==> src/hw/rtl/stbb_pkg.sv <==
// Shared constants and types for the swept triangle bounding box block.
`timescale 1ns / 1ps
`default_nettype none

package stbb_pkg;

    localparam int COORD_WIDTH  = 32;
    localparam int FRAC_BITS    = 16;
    localparam int LEAF_WIDTH   = 16;
    localparam int CORNER_WIDTH = 2;
    localparam int AXES         = 3;

    // Full product, the product after the fraction shift, and the sum with the corner.
    localparam int PROD_WIDTH  = 2 * COORD_WIDTH;
    localparam int SHIFT_WIDTH = PROD_WIDTH - FRAC_BITS;
    localparam int SUM_WIDTH   = SHIFT_WIDTH + 1;

    // Both streams carry a leaf number and six coordinates, padded to whole bytes.
    localparam int PAYLOAD_BITS = LEAF_WIDTH + 2 * AXES * COORD_WIDTH;
    localparam int TDATA_WIDTH  = ((PAYLOAD_BITS + 7) / 8) * 8;

    typedef logic signed [COORD_WIDTH-1:0] coord_t;

    typedef enum logic [CORNER_WIDTH-1:0] {
        CORNER_START   = 2'd0,
        CORNER_EXTEND  = 2'd1,
        CORNER_CLOSE   = 2'd2,
        CORNER_IGNORED = 2'd3
    } corner_t;

    // One corner with its advanced point, handed from the advance pipe to the box logic.
    typedef struct packed {
        corner_t                 corner;
        logic [LEAF_WIDTH-1:0]   leaf;
        coord_t [AXES-1:0]       pos;
        coord_t [AXES-1:0]       adv;
    } swept_item_t;

endpackage

`default_nettype wire

==> src/hw/rtl/stbb_bound.sv <==
// Running per-axis box over corners and advanced points, and the result register.
`timescale 1ns / 1ps
`default_nettype none

module stbb_bound (
    input  wire logic                             aclk,
    input  wire logic                             aresetn,
    input  wire logic                             adv_valid,
    output logic                                  adv_ready,
    input  wire stbb_pkg::swept_item_t            adv_item,
    output logic                                  m_tvalid,
    input  wire logic                             m_tready,
    // box_leaf, min_x, min_y, min_z, max_x, max_y, max_z
    output logic [stbb_pkg::TDATA_WIDTH-1:0]      m_tdata
);

    stbb_pkg::coord_t low_reg   [stbb_pkg::AXES];
    stbb_pkg::coord_t high_reg  [stbb_pkg::AXES];
    stbb_pkg::coord_t low_next  [stbb_pkg::AXES];
    stbb_pkg::coord_t high_next [stbb_pkg::AXES];

    stbb_pkg::coord_t pos [stbb_pkg::AXES];
    stbb_pkg::coord_t adv [stbb_pkg::AXES];
    logic pos_below_adv [stbb_pkg::AXES];
    logic pos_below_low [stbb_pkg::AXES];
    logic adv_below_low [stbb_pkg::AXES];
    logic pos_above_high [stbb_pkg::AXES];
    logic adv_above_high [stbb_pkg::AXES];

    logic                            m_valid_reg;
    logic [stbb_pkg::LEAF_WIDTH-1:0] box_leaf_reg;
    stbb_pkg::coord_t                box_low_reg  [stbb_pkg::AXES];
    stbb_pkg::coord_t                box_high_reg [stbb_pkg::AXES];

    logic out_free;
    logic fire;
    logic restart;
    logic close;

    assign out_free  = !m_valid_reg || m_tready;
    assign close     = adv_item.corner == stbb_pkg::CORNER_CLOSE;
    assign restart   = adv_item.corner == stbb_pkg::CORNER_START;
    assign adv_ready = !close || out_free;
    assign fire      = adv_valid && adv_ready;

    // All compares run in parallel; selects take the 3-way min/max, 2-way on a start.
    always_comb begin
        for (int a = 0; a < stbb_pkg::AXES; a++) begin
            pos[a] = adv_item.pos[a];
            adv[a] = adv_item.adv[a];
            pos_below_adv[a]  = pos[a] < adv[a];
            pos_below_low[a]  = pos[a] < low_reg[a];
            adv_below_low[a]  = adv[a] < low_reg[a];
            pos_above_high[a] = pos[a] > high_reg[a];
            adv_above_high[a] = adv[a] > high_reg[a];
            if (restart) begin
                low_next[a]  = pos_below_adv[a] ? pos[a] : adv[a];
                high_next[a] = pos_below_adv[a] ? adv[a] : pos[a];
            end else if (pos_below_adv[a]) begin
                low_next[a]  = pos_below_low[a] ? pos[a] : low_reg[a];
                high_next[a] = adv_above_high[a] ? adv[a] : high_reg[a];
            end else begin
                low_next[a]  = adv_below_low[a] ? adv[a] : low_reg[a];
                high_next[a] = pos_above_high[a] ? pos[a] : high_reg[a];
            end
        end
    end

    always_ff @(posedge aclk) begin
        if (!aresetn) begin
            m_valid_reg <= 1'b0;
        end else if (fire && close) begin
            m_valid_reg <= 1'b1;
        end else if (m_tready) begin
            m_valid_reg <= 1'b0;
        end
    end

    always_ff @(posedge aclk) begin
        if (fire) begin
            for (int a = 0; a < stbb_pkg::AXES; a++) begin
                low_reg[a]  <= low_next[a];
                high_reg[a] <= high_next[a];
            end
        end
        if (fire && close) begin
            box_leaf_reg <= adv_item.leaf;
            for (int a = 0; a < stbb_pkg::AXES; a++) begin
                box_low_reg[a]  <= low_next[a];
                box_high_reg[a] <= high_next[a];
            end
        end
    end

    always_comb begin
        m_tdata = '0;
        m_tdata[stbb_pkg::LEAF_WIDTH-1:0] = box_leaf_reg;
        for (int a = 0; a < stbb_pkg::AXES; a++) begin
            m_tdata[stbb_pkg::LEAF_WIDTH + a * stbb_pkg::COORD_WIDTH
                    +: stbb_pkg::COORD_WIDTH] = box_low_reg[a];
            m_tdata[stbb_pkg::LEAF_WIDTH + (stbb_pkg::AXES + a) * stbb_pkg::COORD_WIDTH
                    +: stbb_pkg::COORD_WIDTH] = box_high_reg[a];
        end
    end

    assign m_tvalid = m_valid_reg;

endmodule

`default_nettype wire

==> config.mk <==
export PLATFORM = sky130hd
export DESIGN_NAME = stbb_bound
export DESIGN_NICKNAME = d
export VERILOG_FILES = /design/src/hw/rtl/stbb_pkg.sv /design/src/hw/rtl/stbb_bound.sv
export SDC_FILE = /design/constraint.sdc
export NUM_CORES = 1
export LEC_CHECK = 0
export BUFFER_PORTS_ARGS = -buffer_cell sky130_fd_sc_hd__buf_2
export CAP_MARGIN = 40
export CORE_UTILIZATION = 59
export CTS_CLUSTER_SIZE = 30
export DETAILED_ROUTE_END_ITERATION = 8
export PLACE_DENSITY = 0.9
export SLEW_MARGIN = 40
export SYNTH_ARGS = -nofsm -noshare
export SYNTH_HDL_FRONTEND = slang
export SYNTH_SLANG_ARGS = --single-unit
==> constraint.sdc <==
create_clock -name aclk -period 13.7 [get_ports aclk]
set_clock_uncertainty 0.05 [all_clocks]
set_input_delay 0.685 -clock aclk [delete_from_list [all_inputs] [get_ports aclk]]
set_output_delay 0.685 -clock aclk [all_outputs]
set_load 0.01 [all_outputs]
==> impl_metrics.py, run 1 <==
metrics = {
    "routing": {
        "drt_iter0_markers": 2610,
        "drt_wl_total_um": 88500,
        "via_per_inst": 6.75,
        "num_vias": 24100,
        "firstDrtPassIters": 9,
        "wl_per_cell_um": 24.8,
        "ant_nets": 0,
        "drc": 0,
    },
    "sta": {
        "hold_violations": 0,
        "post-route-min-period_ns": 4.39,
        "max_clock_freq_mhz": 228,
        "post-route-period-util": 0.321,
        "finalSetupTns_ns": 0,
        "setup_viol": 0,
        "rsz0062_at_grt": "no",
        "drv_slew": 0,
        "slew_headroom": 0.427,
        "worstMarginPinSlew_ns": 0.860,
    },
    "power": {
        "power_switching_w": 0.00176,
        "p_total_w": 0.00476,
        "ir_drop_mv": 0.143,
        "clkPwrFrac": 0.246,
        "intPower_w": 0.00300,
        "power.leakage_nw": 14.2,
        "power_frac_comb": 0.384,
        "power_density_nw_per_um2": 149,
        "switching_share": 0.370,
        "seq_power_share": 0.370,
    },
    "clock_tree": {
        "insertion_delay_ns": 0.59,
        "cts_tree": "built",
        "cts_buffer_depth": 3,
        "cts.sinks": 401,
        "cts_made_buffers": 45,
        "cts.repair.resized": 0,
        "post_cts_buffers": 0,
        "htreeDepth": 2,
        "cts_root_buf": "clkbuf_16",
        "cts_hold_buf": 0,
        "path_clk_slew_ns": 0.06,
    },
    "synth": {
        "synth_most_common_cell": "ha_1",
        "syn_area_per_cell_um2": 11.0,
        "ys_seq_area_frac": 0.434,
        "yosysWarnings": 0,
        "synth_top_area_cell": "edfxtp_1",
        "syn-cell-area_um2": 27700,
        "synth-edff-count": 400,
        "synthTopCellsByArea": "edfxtp_1 (43%), ha_1 (21%), inv_1 (4.2%), a21oi_1 (2.7%), a211oi_1 (2.1%)",
        "synthesis.nets": 3203,
        "async_reset_ff_frac": 0,
        "yosysUniqueCellTypes": 77,
        "ys_top_cells_by_count": "ha_1 (471), edfxtp_1 (400), inv_1 (310), a21oi_1 (152)",
        "ys.flop_type": "edfxtp_1",
        "ys_ff_latch": 401,
        "synth_top_area_frac": 0.433,
        "netlist_instances": 2518,
    },
    "placement": {
        "portBuffers": 423,
        "finalWeightedCongestion": 0.988,
        "hpwlAfterDp_um": 63800,
    },
    "die": {
        "die-area_um2": 47800,
        "start_util": 0.597,
        "coreArea_um2": 46500,
        "fp.dieW_um": 219,
        "die-height_um": 219,
        "ios": 424,
        "fp-row-count": 79,
    },
    "grt": {
        "grt_max_degree": 149,
        "grt_use_total": 0.361,
        "grt_remaining_overflow": 0,
        "grt_pass1_wl_um": 134000,
        "grt_pass1_vias": 24000,
        "antenna_found_initial": 24,
    },
    "final_layout": {
        "drive_above_1_share": 0.204,
        "areaGrowthSynthToFinish_pct": 15.2,
        "fin_nets": 3604,
    },
    "critical_path": {
        "slowest_stage": "mux2_4",
        "regToRegEndpoint": "box_high_reg[0][27]",
        "endpoint": "box_high_reg[0][90]",
        "worstPathArrival_ns": 4.68,
        "crit_cells": 12,
        "cp-start-kind": "primary input",
        "max_stage_delay_ns": 0.78,
        "path_cells": "buf_2 > inv_1 > ha_1 > a21oi_1 > o21ai_0 > a221o_1 > a221oi_1 > o21ai_1 > mux2_4 > nand3_2 > buf_8 > o221a_2",
        "ff2ff_path_depth": 10,
        "r2r_slack_ns": 9.46,
        "cp_max_fo": 67,
        "critical_path_required_ns": 13.98,
        "timing.rr.start": "high_reg[0][27]",
        "end_kind": "flop",
        "cp-startpoint": "adv_item[75]",
        "worstSetupPathType": "in2reg",
        "path_buf_inv": 3,
        "crit_family": "compound AO/OA/AOI/OAI gates",
    },
    "min_path": {
        "holdPathStages": 1,
        "hold_path.class": "in2reg",
    },
    "outcome": {
        "outcome": "finished clean",
    },
    "job": {
        "drv_cap": 0,
    },
}
## layout make-up
cell class	instances	area, um2
Inverter	310	1180
Fill cell	3447	14500
Clock buffer	59	1250
Timing Repair Buffer	451	2430
Multi-Input combinational cell	1710	14100
Antenna cell	17	42.5
Tap cell	607	759
Sequential cell	401	12000
Clock inverter	21	135
## metal layers
metal / part of all wire / global-route usage
met3: 0.11 / 0.0778
met2: 0.46 / 0.585
met4: 0.055 / 0.191
met1: 0.38 / 0.453
met5: 0.0012 / 0
## how the worst min path moves through the flow
stage,end,from,slack (ns)
6_report,box_leaf_reg[13],adv_item[205],0.22
5_1_grt,box_leaf_reg[3],adv_item[195],0.21
4_1_cts,box_leaf_reg[13],adv_item[205],0.19
3_5_place_dp,m_tvalid,m_tvalid,0.48
3_3_place_gp,m_tvalid,m_tvalid,0.43
2_1_floorplan,m_tvalid,m_tvalid,0.46
## worst reg2reg max path, stage by stage, from the launching register on
cell and delay (ns):
edfxtp_1 0.32, inv_1 0.08, ha_1 0.33, nand4_1 0.17
or4_1 0.57, or3_1 0.39, or3_1 0.36, o31a_1 0.13
nand2_2 0.62, mux2_4 0.71, a211oi_2 0.22
## cell families (layout without fill, tap and decap cells)
group           Yosys count  after routing  share of synthesized area
buf+inv                 407            841                     0.0593
fa+ha+maj               471            471                      0.213
mux                       6              6                    0.00275
flops                   401            401                      0.434
compound gates          706            706                      0.191
simple gates            527            527                      0.101
other cells               0             17                          0
## metrics by stage
step,util,hold WS [ns],std cells,setup WS (ns),instance area (um2)
6_report,0.688,0.223,3576,9.31,31900
3_3_place_gp,0.653,0.426,3473,8.75,30300
4_1_cts,0.686,0.194,3558,9.51,31900
3_5_place_dp,0.656,0.476,3478,8.90,30500
2_1_floorplan,-,0.459,2518,3.23,27700
5_1_grt,0.687,0.211,3573,9.24,31900
## layout by cell type (no fill, tap or decap), drive strengths merged, types with 5 or more instances in the layout
cell and instances:
a31oi 5, o21ai 65, nor2 50, nand2b 8
a211o 5, a21boi 5, a311oi 33, and3 38
o2111ai 6, nand3 94, buf 451, or3 42
inv 312, ha 471, nor4 10, edfxtp 400
a221o 34, a21o 79, clkbuf 59, a221oi 9
nand2 95, clkinv 15, a211oi 109, a21oi 152
o221ai 37, o21a 13, o211ai 75, nand4 71
o221a 32, diode 17, a2111oi 7, nor2b 14
and4 14, nor3 74
## power by group through the flow
stage	Sequential, W	Combinational [W]	Clock [W]
after floorplan	0.00178	0.00117	0
final	0.00176	0.00183	0.00117
after global routing	0.00178	0.00198	0.00122
after CTS	0.00176	0.00177	0.00118
after detailed placement	0.00178	0.00176	0
after global placement	0.00178	0.00165	0
(Power assumes the default switching activity.)
==> run 2: changes to the inputs <==
CORE_UTILIZATION = 53   (was 59)
PLACE_DENSITY = 0.86   (was 0.9)
clock period = 4 ns   (was 13.7 ns; I/O delays follow)
==> run 2 against run 1 <==
Against the previous run: hold slack worse by 0.20 ns; sequential power increased to 3.4 times the previous value; sequential share of layout area is 1.0 points lower; flip-flop and latch count did not move; via count is 0.70% higher; utilization shrank 5.0 points; largest power group unchanged.
==> impl_metrics.py, run 2 (same netlist as run 1, synthesis figures left out) <==
metrics = {
    "outcome": {
        "outcome": "finished clean",
    },
    "job": {
        "drv_cap": 0,
    },
    "die": {
        "die-area_um2": 53200,
        "fp.dieW_um": 231,
        "ios": 424,
        "fp-row-count": 83,
        "start_util": 0.538,
        "die-height_um": 231,
        "coreArea_um2": 51500,
    },
    "critical_path": {
        "path_buf_inv": 2,
        "max_stage_delay_ns": 0.63,
        "worstPathArrival_ns": 4.16,
        "slowest_stage": "or4_1",
        "worstSetupPathType": "reg2reg",
        "crit_family": "simple AND/OR/NAND/NOR gates",
        "cp-start-kind": "flop",
        "path_cells": "inv_1 > ha_1 > nand4_1 > or4_1 > nor3_1 > a221oi_1 > or3_1 > buf_4 > o211ai_1 > o221ai_1",
        "cp_max_fo": 21,
        "critical_path_required_ns": 4.26,
        "end_kind": "flop",
    },
    "grt": {
        "grt_pass1_wl_um": 138000,
        "grt_remaining_overflow": 0,
        "antenna_found_initial": 18,
        "grt_use_total": 0.332,
        "grt_max_degree": 142,
        "grt_pass1_vias": 24500,
    },
    "clock_tree": {
        "cts_buffer_depth": 3,
        "cts_tree": "built",
        "htreeDepth": 2,
        "cts.sinks": 401,
        "cts_made_buffers": 44,
        "insertion_delay_ns": 0.59,
        "cts_root_buf": "clkbuf_16",
        "path_clk_slew_ns": 0.06,
    },
    "routing": {
        "drc": 0,
        "num_vias": 24300,
        "drt_iter0_markers": 2468,
        "wl_per_cell_um": 24.1,
        "via_per_inst": 6.52,
        "firstDrtPassIters": 6,
        "drt_wl_total_um": 89800,
        "ant_nets": 0,
    },
    "placement": {
        "finalWeightedCongestion": 0.984,
        "portBuffers": 423,
        "hpwlAfterDp_um": 64500,
        "pre_cts_ws_ns": 0.126,
    },
    "sta": {
        "slew_headroom": 0.413,
        "setup_viol": 0,
        "drv_slew": 0,
        "post-route-period-util": 0.976,
        "hold_violations": 0,
        "max_clock_freq_mhz": 256,
        "rsz0062_at_grt": "no",
        "worstMarginPinSlew_ns": 0.881,
        "final.setup.worst_slack_ns": 0.0941,
        "post-route-min-period_ns": 3.91,
        "finalSetupTns_ns": 0,
    },
    "power": {
        "power.leakage_nw": 14.6,
        "power_density_nw_per_um2": 508,
        "ir_drop_mv": 0.450,
    },
    "min_path": {
        "hold_path.class": "in2reg",
    },
    "final_layout": {
        "drive_above_1_share": 0.208,
        "fin_util": 0.638,
        "areaGrowthSynthToFinish_pct": 18.5,
        "register_area_um2": 12000,
        "final_cell_mix": "ha_1 (471), buf_2 (423), edfxtp_1 (400)",
        "fin_nets": 3683,
        "multi_input_area_um2": 14100,
        "final_common_cell": "ha_1",
        "nFillCells": 3952,
    },
}
## run 2: changes by cell type in the layout (fill, tap and decap cells not counted), moves of 3 or more
cell	previous run	this run
bufinv_16	1	7
clkbuf_1	9	3
clkinvlp_4	3	6
dlygate4sd3_1	0	60
buf_12	1	4
buf_4	19	42
clkinv_1	8	5
## run 2: worst register-to-register path: stages (launching register included)
cell	delay (ns)
edfxtp_1	0.35
inv_1	0.09
ha_1	0.32
nand4_1	0.17
or4_1	0.63
nor3_1	0.45
a221oi_1	0.16
or3_1	0.61
buf_4	0.36
o211ai_1	0.24
o221ai_1	0.18
## run 2: repair_timing
item / in CTS / in global routing
hold buffers: 60 / 0
endpoints found under the hold margin: 100 / 0
gates resized for setup: 0 / 2
setup buffers: 0 / 0
endpoints found under the setup margin: 0 / 40
## run 2: layer usage
layer	part of all wire	vias up	wire, um	global-route usage
li1	-	10800	-	-
met1	0.39	11600	34600	0.425
met2	0.46	1579	41500	0.532
met3	0.10	300	9200	0.0671
met4	0.050	10	4450	0.169
met5	0.00075	-	67	0
## run 2: where the power goes
| part | switching, W | internal, W |
|---|---|---|
| sequential | 0.000287 | 0.00576 |
| clock | 0.00179 | 0.00253 |
| combinational | 0.00399 | 0.00234 |
## run 2: worst paths after layout
check / start / end / slack, ns / cells after the start
worst max register to register: high_reg[0][51] / box_high_reg[0][54] / 0.09 / 10
worst min register to register: low_reg[0][57] / box_low_reg[0][57] / 0.57 / 1
worst min-delay path: adv_item[80] / low_reg[0][80] / 0.03 / 3
worst max-delay path: high_reg[0][51] / box_high_reg[0][54] / 0.09 / 10
## run 2: area by class of cell
| class | count | share of cell area |
|---|---|---|
| clock inverters | 30 | 0.0108 |
| repair buffers | 531 | 0.0960 |
| multi-input cells | 1710 | 0.429 |
| inverters | 310 | 0.0355 |
| well taps | 680 | 0.0259 |
| clock buffers | 49 | 0.0351 |
| flip-flops and latches | 401 | 0.366 |
| diodes | 16 | 0.00122 |
## run 2: stage by stage
step / cells / cell area (um2) / power, W / hold slack (ns)
after CTS: 3710 / 32800 / 0.0166 / 0.000186
final: 3727 / 32800 / 0.0167 / 0.0270
after global placement: 3571 / 30700 / 0.0118 / 0.327
after floorplan: 2518 / 27700 / 0.0101 / 0.249
after global routing: 3723 / 32800 / 0.0175 / 0.0262
after detailed placement: 3571 / 30700 / 0.0121 / 0.329
